===== src/sv/nmha_pkg.sv =====
package nmha_pkg;

  // Map entry codes
  localparam logic [3:0] FREE_MARK = 4'h0;
  localparam logic [3:0] CONT_MARK = 4'hF;

  // Request modes
  localparam logic [2:0] MODE_ALLOC    = 3'd0;
  localparam logic [2:0] MODE_FREE     = 3'd1;
  localparam logic [2:0] MODE_SIZE     = 3'd2;
  localparam logic [2:0] MODE_OWNER    = 3'd3;
  localparam logic [2:0] MODE_FREE_ALL = 3'd4;

  // Result status codes
  localparam logic [2:0] ST_OK       = 3'd0;
  localparam logic [2:0] ST_NOSPACE  = 3'd1;
  localparam logic [2:0] ST_OUTSIDE  = 3'd2;
  localparam logic [2:0] ST_NOTOWNER = 3'd3;
  localparam logic [2:0] ST_FREE     = 3'd4;

  localparam logic [15:0] BASE_RESET = 16'd256;

  typedef enum logic [3:0] {
    OP_IDLE,
    OP_CLEAR,
    OP_LOAD,
    OP_DECODE,
    OP_WAIT,
    OP_CHK,
    OP_BACK,
    OP_FWD,
    OP_ALC,
    OP_ALW,
    OP_FALL,
    OP_PUSH
  } dp_op_t;

  typedef struct packed {
    logic [2:0] mode;
    logic       alloc_ok;
    logic       pid_ok;
    logic       in_area;
    logic       byte_free;
    logic       found;
    logic       fwd_end;
    logic       alc_found;
    logic       alc_fail;
    logic       alw_last;
    logic       fall_end;
    logic       clr_last;
  } dp_stat_t;

endpackage


===== src/sv/nmha_req_if.sv =====
interface nmha_req_if;
  logic        valid;
  logic        ready;
  logic [2:0]  mode;
  logic [15:0] address;
  logic [9:0]  alloc_size;
  logic [3:0]  process_id;

  modport source (output valid, mode, address, alloc_size, process_id, input ready);
  modport sink (input valid, mode, address, alloc_size, process_id, output ready);
endinterface


===== src/sv/nmha_rsp_if.sv =====
interface nmha_rsp_if;
  logic        valid;
  logic        ready;
  logic [15:0] result_address;
  logic [9:0]  chunk_length;
  logic [3:0]  chunk_owner;
  logic [2:0]  status;

  modport source (output valid, result_address, chunk_length, chunk_owner, status,
                  input ready);
  modport sink (input valid, result_address, chunk_length, chunk_owner, status,
                output ready);
endinterface


===== src/sv/nmha_datapath.sv =====
module nmha_datapath #(
  parameter int USE_SIZE = 512
) (
  input  logic              clk,
  input  logic              rst,
  input  logic              cfg_wr_en,
  input  logic [15:0]       cfg_wr_data,
  input  logic [2:0]        in_mode,
  input  logic [15:0]       in_address,
  input  logic [9:0]        in_size,
  input  logic [3:0]        in_pid,
  input  nmha_pkg::dp_op_t  op,
  output nmha_pkg::dp_stat_t stat,
  output logic [15:0]       out_address,
  output logic [9:0]        out_length,
  output logic [3:0]        out_owner,
  output logic [2:0]        out_status
);

  localparam int AW = (USE_SIZE > 1) ? $clog2(USE_SIZE) : 1;
  localparam int LW = $clog2(USE_SIZE + 1);
  localparam logic [LW-1:0] SIZE_L = LW'(USE_SIZE);
  localparam logic [LW-1:0] LAST_L = LW'(USE_SIZE - 1);

  logic [3:0]    mem [USE_SIZE];
  logic [3:0]    rdata;
  logic [15:0]   base;
  logic [2:0]    mode;
  logic [15:0]   addr;
  logic [9:0]    size;
  logic [3:0]    pid;
  logic [LW-1:0] lim;
  logic [AW-1:0] off;
  logic [LW-1:0] ptr;
  logic [AW-1:0] dptr;
  logic          dv;
  logic [LW-1:0] run;
  logic [AW-1:0] s;
  logic          fwd_none;
  logic          flag;
  logic [9:0]    cnt;
  logic [15:0]   r_addr;
  logic [9:0]    r_len;
  logic [3:0]    r_own;
  logic [2:0]    r_st;

  logic [16:0]   room;
  logic [LW-1:0] lim_calc;
  logic [15:0]   diff;
  logic          in_area, pid_ok, alloc_ok;
  logic          at_last, is_cont, chk_here, back_hit, found;
  logic [AW-1:0] s_cur;
  logic          fwd_end;
  logic [LW-1:0] e_val;
  logic [LW-1:0] run_n;
  logic          alc_found, alc_fail, fall_hit, fall_cont, fall_end;
  logic [15:0]   start_alc;
  logic          we;
  logic [AW-1:0] wa;
  logic [3:0]    wd;

  assign room     = 17'h10000 - {1'b0, base};
  assign lim_calc = (room < 17'(USE_SIZE)) ? LW'(room) : SIZE_L;
  assign diff     = addr - base;
  assign in_area  = (addr >= base) && (diff < 16'(lim));
  assign pid_ok   = (pid != nmha_pkg::FREE_MARK) && (pid != nmha_pkg::CONT_MARK);
  assign alloc_ok = (size != 10'd0) && pid_ok && (16'(size) <= 16'(lim));

  assign at_last  = (LW'(dptr) == (lim - LW'(1)));
  assign is_cont  = (rdata == nmha_pkg::CONT_MARK);
  assign chk_here = !is_cont || (off == '0);
  assign back_hit = dv && (!is_cont || (dptr == '0));
  assign found    = ((op == nmha_pkg::OP_CHK) && (rdata != nmha_pkg::FREE_MARK) && chk_here) ||
                    ((op == nmha_pkg::OP_BACK) && back_hit);
  assign s_cur    = (op == nmha_pkg::OP_CHK) ? off : dptr;

  assign fwd_end  = (op == nmha_pkg::OP_FWD) && (fwd_none || (dv && (!is_cont || at_last)));
  assign e_val    = fwd_none ? (LW'(s) + LW'(1)) : (!is_cont ? LW'(dptr) : lim);

  assign run_n     = (rdata == nmha_pkg::FREE_MARK) ? (run + LW'(1)) : '0;
  assign alc_found = (op == nmha_pkg::OP_ALC) && dv && (16'(run_n) == 16'(size));
  assign alc_fail  = (op == nmha_pkg::OP_ALC) && dv && !alc_found && at_last;
  assign start_alc = 16'(dptr) + 16'd1 - 16'(size);

  assign fall_hit  = (rdata == pid);
  assign fall_cont = flag && is_cont;
  assign fall_end  = (op == nmha_pkg::OP_FALL) && dv && at_last;

  always_comb begin
    stat.mode      = mode;
    stat.alloc_ok  = alloc_ok;
    stat.pid_ok    = pid_ok;
    stat.in_area   = in_area;
    stat.byte_free = (rdata == nmha_pkg::FREE_MARK);
    stat.found     = found;
    stat.fwd_end   = fwd_end;
    stat.alc_found = alc_found;
    stat.alc_fail  = alc_fail;
    stat.alw_last  = (cnt == 10'd0);
    stat.fall_end  = fall_end;
    stat.clr_last  = (ptr == LAST_L);
  end

  // Map write port
  always_comb begin
    we = 1'b0;
    wa = ptr[AW-1:0];
    wd = nmha_pkg::FREE_MARK;
    case (op)
      nmha_pkg::OP_CLEAR: we = 1'b1;
      nmha_pkg::OP_CHK, nmha_pkg::OP_BACK: begin
        wa = s_cur;
        we = found && (mode == nmha_pkg::MODE_FREE);
      end
      nmha_pkg::OP_FWD: begin
        wa = dptr;
        we = (mode == nmha_pkg::MODE_FREE) && dv && !fwd_none && is_cont;
      end
      nmha_pkg::OP_ALW: begin
        we = 1'b1;
        wd = (ptr[AW-1:0] == s) ? pid : nmha_pkg::CONT_MARK;
      end
      nmha_pkg::OP_FALL: begin
        wa = dptr;
        we = dv && (fall_hit || fall_cont);
      end
      default: we = 1'b0;
    endcase
  end

  always_ff @(posedge clk) begin
    if (we) mem[wa] <= wd;
    rdata <= mem[ptr[AW-1:0]];
  end

  always_ff @(posedge clk) begin
    if (rst) begin
      ptr  <= '0;
      base <= nmha_pkg::BASE_RESET;
      dv   <= 1'b0;
    end else begin
      if (cfg_wr_en) base <= cfg_wr_data;
      dptr <= ptr[AW-1:0];
      dv   <= 1'b1;
      case (op)
        nmha_pkg::OP_CLEAR: ptr <= ptr + LW'(1);
        nmha_pkg::OP_LOAD: begin
          mode <= in_mode;
          addr <= in_address;
          size <= in_size;
          pid  <= in_pid;
          lim  <= lim_calc;
        end
        nmha_pkg::OP_DECODE: begin
          off    <= diff[AW-1:0];
          r_addr <= '0;
          r_len  <= '0;
          r_own  <= '0;
          run    <= '0;
          flag   <= 1'b0;
          dv     <= 1'b0;
          ptr    <= '0;
          case (mode) inside
            nmha_pkg::MODE_ALLOC: r_st <= nmha_pkg::ST_NOSPACE;
            nmha_pkg::MODE_FREE, nmha_pkg::MODE_SIZE, nmha_pkg::MODE_OWNER: begin
              r_st <= in_area ? nmha_pkg::ST_OK : nmha_pkg::ST_OUTSIDE;
              ptr  <= LW'(diff[AW-1:0]);
            end
            default: r_st <= nmha_pkg::ST_OK;
          endcase
        end
        nmha_pkg::OP_CHK, nmha_pkg::OP_BACK: begin
          if (op == nmha_pkg::OP_CHK) begin
            if (rdata == nmha_pkg::FREE_MARK) begin
              r_st <= nmha_pkg::ST_FREE;
            end else if (!chk_here) begin
              ptr <= LW'(off) - LW'(1);
              dv  <= 1'b0;
            end
          end else if (!back_hit && (ptr != '0)) begin
            ptr <= ptr - LW'(1);
          end
          if (found) begin
            s        <= s_cur;
            ptr      <= LW'(s_cur) + LW'(1);
            dv       <= 1'b0;
            fwd_none <= ((LW + 1)'(s_cur) + (LW + 1)'(1)) >= (LW + 1)'(lim);
            if (mode == nmha_pkg::MODE_OWNER) r_own <= rdata;
            if (mode == nmha_pkg::MODE_FREE)
              r_st <= (rdata != pid) ? nmha_pkg::ST_NOTOWNER : nmha_pkg::ST_OK;
          end
        end
        nmha_pkg::OP_FWD: begin
          if (ptr < lim) ptr <= ptr + LW'(1);
          if (fwd_end && (mode == nmha_pkg::MODE_SIZE)) r_len <= 10'(e_val - LW'(s));
        end
        nmha_pkg::OP_ALC: begin
          if (ptr < lim) ptr <= ptr + LW'(1);
          if (dv) run <= run_n;
          if (alc_found) begin
            s   <= start_alc[AW-1:0];
            ptr <= LW'(start_alc);
            cnt <= size - 10'd1;
          end
        end
        nmha_pkg::OP_ALW: begin
          ptr <= ptr + LW'(1);
          cnt <= cnt - 10'd1;
          if (cnt == 10'd0) begin
            r_addr <= base + 16'(s);
            r_st   <= nmha_pkg::ST_OK;
          end
        end
        nmha_pkg::OP_FALL: begin
          if (ptr < lim) ptr <= ptr + LW'(1);
          if (dv) flag <= fall_hit || fall_cont;
        end
        nmha_pkg::OP_PUSH: begin
          out_address <= r_addr;
          out_length  <= r_len;
          out_owner   <= r_own;
          out_status  <= r_st;
        end
        default: ;
      endcase
    end
  end

endmodule


===== src/sv/nmha_ctrl.sv =====
module nmha_ctrl (
  input  logic               clk,
  input  logic               rst,
  input  logic               in_valid,
  output logic               in_ready,
  output logic               out_valid,
  input  logic               out_ready,
  input  nmha_pkg::dp_stat_t stat,
  output nmha_pkg::dp_op_t   op
);

  typedef enum logic [3:0] {
    S_CLEAR, S_IDLE, S_DECODE, S_RD, S_CHK, S_BACK, S_FWD, S_ALC, S_ALW, S_FALL, S_FIN
  } state_t;

  state_t state, state_next;

  assign in_ready = (state == S_IDLE);

  always_comb begin
    state_next = state;
    op         = nmha_pkg::OP_IDLE;
    unique case (state)
      S_CLEAR: begin
        op = nmha_pkg::OP_CLEAR;
        if (stat.clr_last) state_next = S_IDLE;
      end
      S_IDLE: begin
        if (in_valid) begin
          op         = nmha_pkg::OP_LOAD;
          state_next = S_DECODE;
        end
      end
      S_DECODE: begin
        op = nmha_pkg::OP_DECODE;
        unique case (stat.mode) inside
          nmha_pkg::MODE_ALLOC: state_next = stat.alloc_ok ? S_ALC : S_FIN;
          nmha_pkg::MODE_FREE, nmha_pkg::MODE_SIZE, nmha_pkg::MODE_OWNER:
            state_next = stat.in_area ? S_RD : S_FIN;
          nmha_pkg::MODE_FREE_ALL: state_next = stat.pid_ok ? S_FALL : S_FIN;
          default: state_next = S_FIN;
        endcase
      end
      S_RD: begin
        op         = nmha_pkg::OP_WAIT;
        state_next = S_CHK;
      end
      S_CHK: begin
        op = nmha_pkg::OP_CHK;
        if (stat.byte_free) state_next = S_FIN;
        else if (stat.found) state_next = (stat.mode == nmha_pkg::MODE_OWNER) ? S_FIN : S_FWD;
        else state_next = S_BACK;
      end
      S_BACK: begin
        op = nmha_pkg::OP_BACK;
        if (stat.found) state_next = (stat.mode == nmha_pkg::MODE_OWNER) ? S_FIN : S_FWD;
      end
      S_FWD: begin
        op = nmha_pkg::OP_FWD;
        if (stat.fwd_end) state_next = S_FIN;
      end
      S_ALC: begin
        op = nmha_pkg::OP_ALC;
        if (stat.alc_found) state_next = S_ALW;
        else if (stat.alc_fail) state_next = S_FIN;
      end
      S_ALW: begin
        op = nmha_pkg::OP_ALW;
        if (stat.alw_last) state_next = S_FIN;
      end
      S_FALL: begin
        op = nmha_pkg::OP_FALL;
        if (stat.fall_end) state_next = S_FIN;
      end
      S_FIN: begin
        if (!out_valid || out_ready) begin
          op         = nmha_pkg::OP_PUSH;
          state_next = S_IDLE;
        end
      end
      default: state_next = S_IDLE;
    endcase
  end

  always_ff @(posedge clk) begin
    if (rst) begin
      state     <= S_CLEAR;
      out_valid <= 1'b0;
    end else begin
      state <= state_next;
      if (op == nmha_pkg::OP_PUSH) out_valid <= 1'b1;
      else if (out_ready) out_valid <= 1'b0;
    end
  end

  a_push_shows: assert property (@(posedge clk) disable iff (rst)
    (op == nmha_pkg::OP_PUSH) |=> out_valid)
    else $error("result not presented after push");

  a_accept_decode: assert property (@(posedge clk) disable iff (rst)
    (in_valid && in_ready) |=> (state == S_DECODE))
    else $error("accepted request not decoded");

  a_alloc_write: assert property (@(posedge clk) disable iff (rst)
    (state == S_ALC && stat.alc_found) |=> (state == S_ALW))
    else $error("found run not written");

  a_fin_hold: assert property (@(posedge clk) disable iff (rst)
    (state == S_FIN && out_valid && !out_ready) |=> (state == S_FIN))
    else $error("finished result overwrote a pending one");

endmodule


===== src/sv/nibble_map_heap_allocator.sv =====
// Heap allocation map, one 4-bit entry per managed byte (0 free, 1..14 chunk start of that
// process, 15 continuation). Each request gives exactly one response. After reset the map is
// cleared by a sweep over all USE_SIZE entries during which no request is taken; configuration
// writes are to be taken only while idle, which the user must ensure: the block does not
// enforce it. Work is done on one map memory with one read and one write port, one entry per
// cycle: allocate scans up to the end of the first fitting run (at most the area length), then
// writes size entries; free-all walks the whole area; free and size query take a backward walk
// to the chunk start plus a forward walk over the chunk; owner query takes the backward walk
// only; fast rejects skip the walks. Area length is the smaller of USE_SIZE and 65536 - use_base.
module nibble_map_heap_allocator #(
  parameter int USE_SIZE = 512
) (
  input  logic        clk,
  input  logic        rst,
  input  logic        cfg_wr_en,
  input  logic [15:0] cfg_wr_data,
  nmha_req_if.sink    req,
  nmha_rsp_if.source  rsp
);

  nmha_pkg::dp_op_t   op;
  nmha_pkg::dp_stat_t stat;
  logic               in_ready;
  logic               out_valid;

  // Hand the request handshake to the controller; the datapath latches the payload on load.
  assign req.ready = in_ready;
  assign rsp.valid = out_valid;

  nmha_ctrl u_ctrl (
    .clk       (clk),
    .rst       (rst),
    .in_valid  (req.valid),
    .in_ready  (in_ready),
    .out_valid (out_valid),
    .out_ready (rsp.ready),
    .stat      (stat),
    .op        (op)
  );

  // Map memory, request registers, scan pointers and the response register.
  nmha_datapath #(
    .USE_SIZE (USE_SIZE)
  ) u_dp (
    .clk         (clk),
    .rst         (rst),
    .cfg_wr_en   (cfg_wr_en),
    .cfg_wr_data (cfg_wr_data),
    .in_mode     (req.mode),
    .in_address  (req.address),
    .in_size     (req.alloc_size),
    .in_pid      (req.process_id),
    .op          (op),
    .stat        (stat),
    .out_address (rsp.result_address),
    .out_length  (rsp.chunk_length),
    .out_owner   (rsp.chunk_owner),
    .out_status  (rsp.status)
  );

endmodule

===== src/flat_wrapper.sv =====
// flat-port wrapper written by rule: the top's interface ports become plain ports
module nibble_map_heap_allocator_flat 
#(
  parameter int USE_SIZE = 512
)
  (clk, rst, cfg_wr_en, cfg_wr_data, req_valid, req_mode, req_address, req_alloc_size, req_process_id, req_ready, rsp_valid, rsp_result_address, rsp_chunk_length, rsp_chunk_owner, rsp_status, rsp_ready);
  nmha_req_if req_i ();
  nmha_rsp_if rsp_i ();
  input  logic clk;
  input  logic rst;
  input  logic cfg_wr_en;
  input  logic [15:0] cfg_wr_data;
  input wire logic [$bits(req_i.valid)-1:0] req_valid;
  input wire logic [$bits(req_i.mode)-1:0] req_mode;
  input wire logic [$bits(req_i.address)-1:0] req_address;
  input wire logic [$bits(req_i.alloc_size)-1:0] req_alloc_size;
  input wire logic [$bits(req_i.process_id)-1:0] req_process_id;
  output wire logic [$bits(req_i.ready)-1:0] req_ready;
  output wire logic [$bits(rsp_i.valid)-1:0] rsp_valid;
  output wire logic [$bits(rsp_i.result_address)-1:0] rsp_result_address;
  output wire logic [$bits(rsp_i.chunk_length)-1:0] rsp_chunk_length;
  output wire logic [$bits(rsp_i.chunk_owner)-1:0] rsp_chunk_owner;
  output wire logic [$bits(rsp_i.status)-1:0] rsp_status;
  input wire logic [$bits(rsp_i.ready)-1:0] rsp_ready;
  assign req_i.valid = req_valid;
  assign req_i.mode = req_mode;
  assign req_i.address = req_address;
  assign req_i.alloc_size = req_alloc_size;
  assign req_i.process_id = req_process_id;
  assign req_ready = req_i.ready;
  assign rsp_valid = rsp_i.valid;
  assign rsp_result_address = rsp_i.result_address;
  assign rsp_chunk_length = rsp_i.chunk_length;
  assign rsp_chunk_owner = rsp_i.chunk_owner;
  assign rsp_status = rsp_i.status;
  assign rsp_i.ready = rsp_ready;
  nibble_map_heap_allocator #(.USE_SIZE(USE_SIZE)) u_core (.clk(clk), .rst(rst), .cfg_wr_en(cfg_wr_en), .cfg_wr_data(cfg_wr_data), .req(req_i), .rsp(rsp_i));
endmodule

===== config.mk =====
export PLATFORM = sky130hd
export DESIGN_NAME = nibble_map_heap_allocator_flat
export DESIGN_NICKNAME = d
export VERILOG_FILES = /design/src/sv/nmha_pkg.sv /design/src/sv/nmha_req_if.sv /design/src/sv/nmha_rsp_if.sv /design/src/sv/nmha_datapath.sv /design/src/sv/nmha_ctrl.sv /design/src/sv/nibble_map_heap_allocator.sv /design/src/flat_wrapper.sv
export SDC_FILE = /design/constraint.sdc
export NUM_CORES = 2
export LEC_CHECK = 0
export ABC_CLOCK_PERIOD_IN_PS = 15800
export BUFFER_PORTS_ARGS = -buffer_cell sky130_fd_sc_hd__buf_4
export CORE_UTILIZATION = 45
export DETAILED_ROUTE_END_ITERATION = 10
export SETUP_SLACK_MARGIN = 0.1
export SLEW_MARGIN = 20
export SYNTH_ARGS = -nofsm -noshare
export SYNTH_HDL_FRONTEND = slang
export SYNTH_SLANG_ARGS = --single-unit

===== constraint.sdc =====
create_clock -name clk -period 15.8 [get_ports clk]
set_input_delay 0.79 -clock clk [delete_from_list [all_inputs] [get_ports clk]]
set_output_delay 0.79 -clock clk [all_outputs]
set_load 0.05 [all_outputs]

==> metrics <==
clk sink count=2242; core area=207000 sq um; leading area contributor after synthesis=sky130_fd_sc_hd__edfxtp_1; placer congestion estimate=0.928; top-level I/O count=89; # rows=167; number of failing hold endpoints at the final stage=0; via count of the first global-routing pass=about 50000; syn_nets=5456; maximum clock path buffer count=3; tightest hold margin=83.9 ps; via total after detailed routing=51400; total instance count after detailed placement=a little under 8000; post-synthesis async set-or-reset flop share=0%; GR Util All Layers=24.4%; Gates resized, CTS repair=0; Inserted Clock Buffers=between 200 and 250; maximum number of pins on one net before global-route repair=227; die extent in y=459 um; Area after DPL=97800 sq um; Setup crit end kind=flop; Post-route DRC=0; Die Area=211000 sq um; post-synthesis instance area=around 94000 sq um; Slew Limit Fails=0; number of register bits inferred by synthesis=2242; status=finished, final reports clean; total negative setup slack=0 ps; clock-pin slew on the worst setup and hold paths=around 70 ps; number of non-filler instances in the completed layout=8375; starting density of the core=between 40% and 50%; power density of the placed cells=about 120 nW/um^2; number of buffer cells added on primary ports=88; area growth from synthesis to layout=12.0%; Seq/Total Area, Yosys=around 71%; WS Path Type=flop to flop; crit-path max FO=90; Clock Root Buffer=sky130_fd_sc_hd__clkbuf_16; buffer count from post-CTS setup fixing=0; most numerous cell in the Yosys netlist=sky130_fd_sc_hd__edfxtp_1; count of hold buffers inserted by post-cts repair=0; worst relative slew slack=16.3%; number of nets in the final layout=5547; slew at the pin closest to its max-slew limit=1260 ps; antenna violations before repair=9; arrival time of data at the critical path endpoint=6850 ps; count of antenna-violating nets left after detailed routing=0; post-synthesis area per instance=17.8 sq um; share of layout cells above drive strength 1=21.1%; first-pass GRT wire length=372000 um; Primary FF master, synth=sky130_fd_sc_hd__edfxtp_1; detailed-route wire length=258000 um; overflow left after global routing=0; Synthesis Warnings=0; clock network latency to the later pin of the worst-skew pair=880 ps; post-detailed-placement half-perimeter wirelength=152000 um; clock skew after layout=42.7 ps; post-DR vias/cell=6.14; Pre-antenna DRT Iters=9; final cell area excluding filler cells=105000 sq um; number of instances in the synthesized netlist=between 5000 and 6000; top cell type's share of synthesized area=70.4%; crit path setup slack, layout=9640 ps; TritonCTS clock tree=done; distinct cell type count of the synthesized netlist=91; most instantiated cells after synthesis=2206 x sky130_fd_sc_hd__edfxtp_1, 689 x sky130_fd_sc_hd__nor2_1, 565 x sky130_fd_sc_hd__mux4_2, 228 x sky130_fd_sc_hd__nand2_1, 148 x sky130_fd_sc_hd__mux2i_1; leading cell types by total area after synthesis=sky130_fd_sc_hd__edfxtp_1 70%, sky130_fd_sc_hd__mux4_2 14%, sky130_fd_sc_hd__nor2_1 2.7%; achievable frequency=around 0.16 GHz; final-report setup violation count=0; RSZ-0062 raised after global routing=no; average wire per cell in the routed design=30.8 um; DP Worst Slack=9540 ps; final worst path period need=6160 ps; largest vdd supply drop=just over 0.1 mV; worst hold path type=input pin to flop; total number of H-tree levels=4; final worst-path cycle share=between 30% and 40%; Maximum Capacitance Violations=0; count of routing violations after the opening detailed-route iteration=6301; number of synthesized flops with an enable pin=2206; startpoint type of the worst setup path=flop; standby leakage power=approximately 0.030 uW; width of the chip=approximately 460 um; data required time at the worst endpoint=around 16000 ps
-- critical path: stages (launching register included) --
cell	delay, ps
sky130_fd_sc_hd__dfxtp_4	840
sky130_fd_sc_hd__buf_12	610
sky130_fd_sc_hd__buf_4	640
sky130_fd_sc_hd__buf_12	610
sky130_fd_sc_hd__mux2i_1	260
sky130_fd_sc_hd__a221oi_1	620
sky130_fd_sc_hd__a22oi_1	170
sky130_fd_sc_hd__o21ai_0	150
sky130_fd_sc_hd__mux4_2	310
sky130_fd_sc_hd__nor2_1	50
sky130_fd_sc_hd__nor3_1	470
sky130_fd_sc_hd__a311oi_1	170
sky130_fd_sc_hd__o21ai_0	810
-- flip-flops by register name (all words and copies together), names as in the netlist, 16 cells and up --
| register | count |
|---|---|
| u_core.u_dp.addr | 16 |
| u_core.u_dp.out_address | 16 |
| u_core.u_dp.r_addr | 16 |
| u_core.u_dp.mem | 2048 |
| u_core.u_dp.base | 16 |
-- layer usage --
layer	global-route usage [%]	vias to the layer above	part of all wire, %
met5	0	-	0.016
met3	3.79	484	7.4
li1	-	21400	-
met1	34.3	27000	41
met4	8.24	6	3.4
met2	39.1	2445	48
-- final timing paths --
kind         depth (start not counted)                          to  slack (ps)                   from
min                                  1         u_core.u_dp.addr[3]          80         req_address[3]
max                                 12        u_core.u_dp.rdata[3]        9640     u_core.u_dp.ptr[0]
max reg2reg                         12        u_core.u_dp.rdata[3]        9640     u_core.u_dp.ptr[0]
min reg2reg                          0  u_core.u_dp.out_address[1]         390  u_core.u_dp.r_addr[1]
-- cell usage in the layout (no fill, tap or decap), types with 54 or more instances in the layout --
| cell type | Yosys | final |
|---|---|---|
| sky130_fd_sc_hd__buf_4 | 27 | 166 |
| sky130_fd_sc_hd__inv_1 | 84 | 83 |
| sky130_fd_sc_hd__xnor2_1 | 67 | 67 |
| sky130_fd_sc_hd__nand2_1 | 228 | 212 |
| sky130_fd_sc_hd__nand3_1 | 54 | 54 |
| sky130_fd_sc_hd__o21ai_0 | 93 | 93 |
| sky130_fd_sc_hd__clkbuf_16 | 0 | 229 |
| sky130_fd_sc_hd__mux2i_1 | 148 | 148 |
| sky130_fd_sc_hd__nor3_1 | 64 | 62 |
| sky130_fd_sc_hd__edfxtp_1 | 2206 | 2206 |
| sky130_fd_sc_hd__mux4_2 | 565 | 565 |
| sky130_fd_sc_hd__a21oi_1 | 135 | 133 |
| sky130_fd_sc_hd__ha_1 | 98 | 98 |
| sky130_fd_sc_hd__nor2_1 | 689 | 682 |
-- kinds of logic after synthesis --
logic type / after synthesis / share of synthesized area (%)
muxes: 717 / 15.1
buffers and inverters: 409 / 2.06
DFF: 2242 / 71.1
and+or+nand+nor: 1215 / 5.64
adders and majority gates: 102 / 1.39
xor gates and xnor gates: 112 / 1.04
AOI/OAI and AO/OA: 503 / 3.58
-- report_power, final --
| group | switching, uW | internal, uW | leakage (uW) | total (uW) |
|---|---|---|---|---|
| logic | 319 | 207 | 0.00873 | 526 |
| registers | 23.4 | 6440 | 0.0177 | 6460 |
| clock network | 2320 | 3130 | 0.00368 | 5450 |
| total | 2660 | 9780 | 0.0301 | 12400 |
-- stage by stage --
| step | util [%] | power [uW] |
|---|---|---|
| 2_1_floorplan | - | 6940 |
| 3_3_place_gp | 47.1 | 7110 |
| 3_5_place_dp | 47.2 | 7120 |
| 4_1_cts | 50.8 | 12500 |
| 5_1_grt | 50.8 | 12800 |
| 6_report | 50.8 | 12400 |
-- cell type report --
class                   instances  area (sq um)
fillers                     16600        102000
clock buffers                 263          5860
clock inverters               158          1650
repair buffers                188          1690
inverters                      85           327
diodes                          2          5.00
flip-flops and latches       2242         67000
well taps                    2788          3490
multi-input cells            2649         25400
Power figures use the tool's default switching activity.
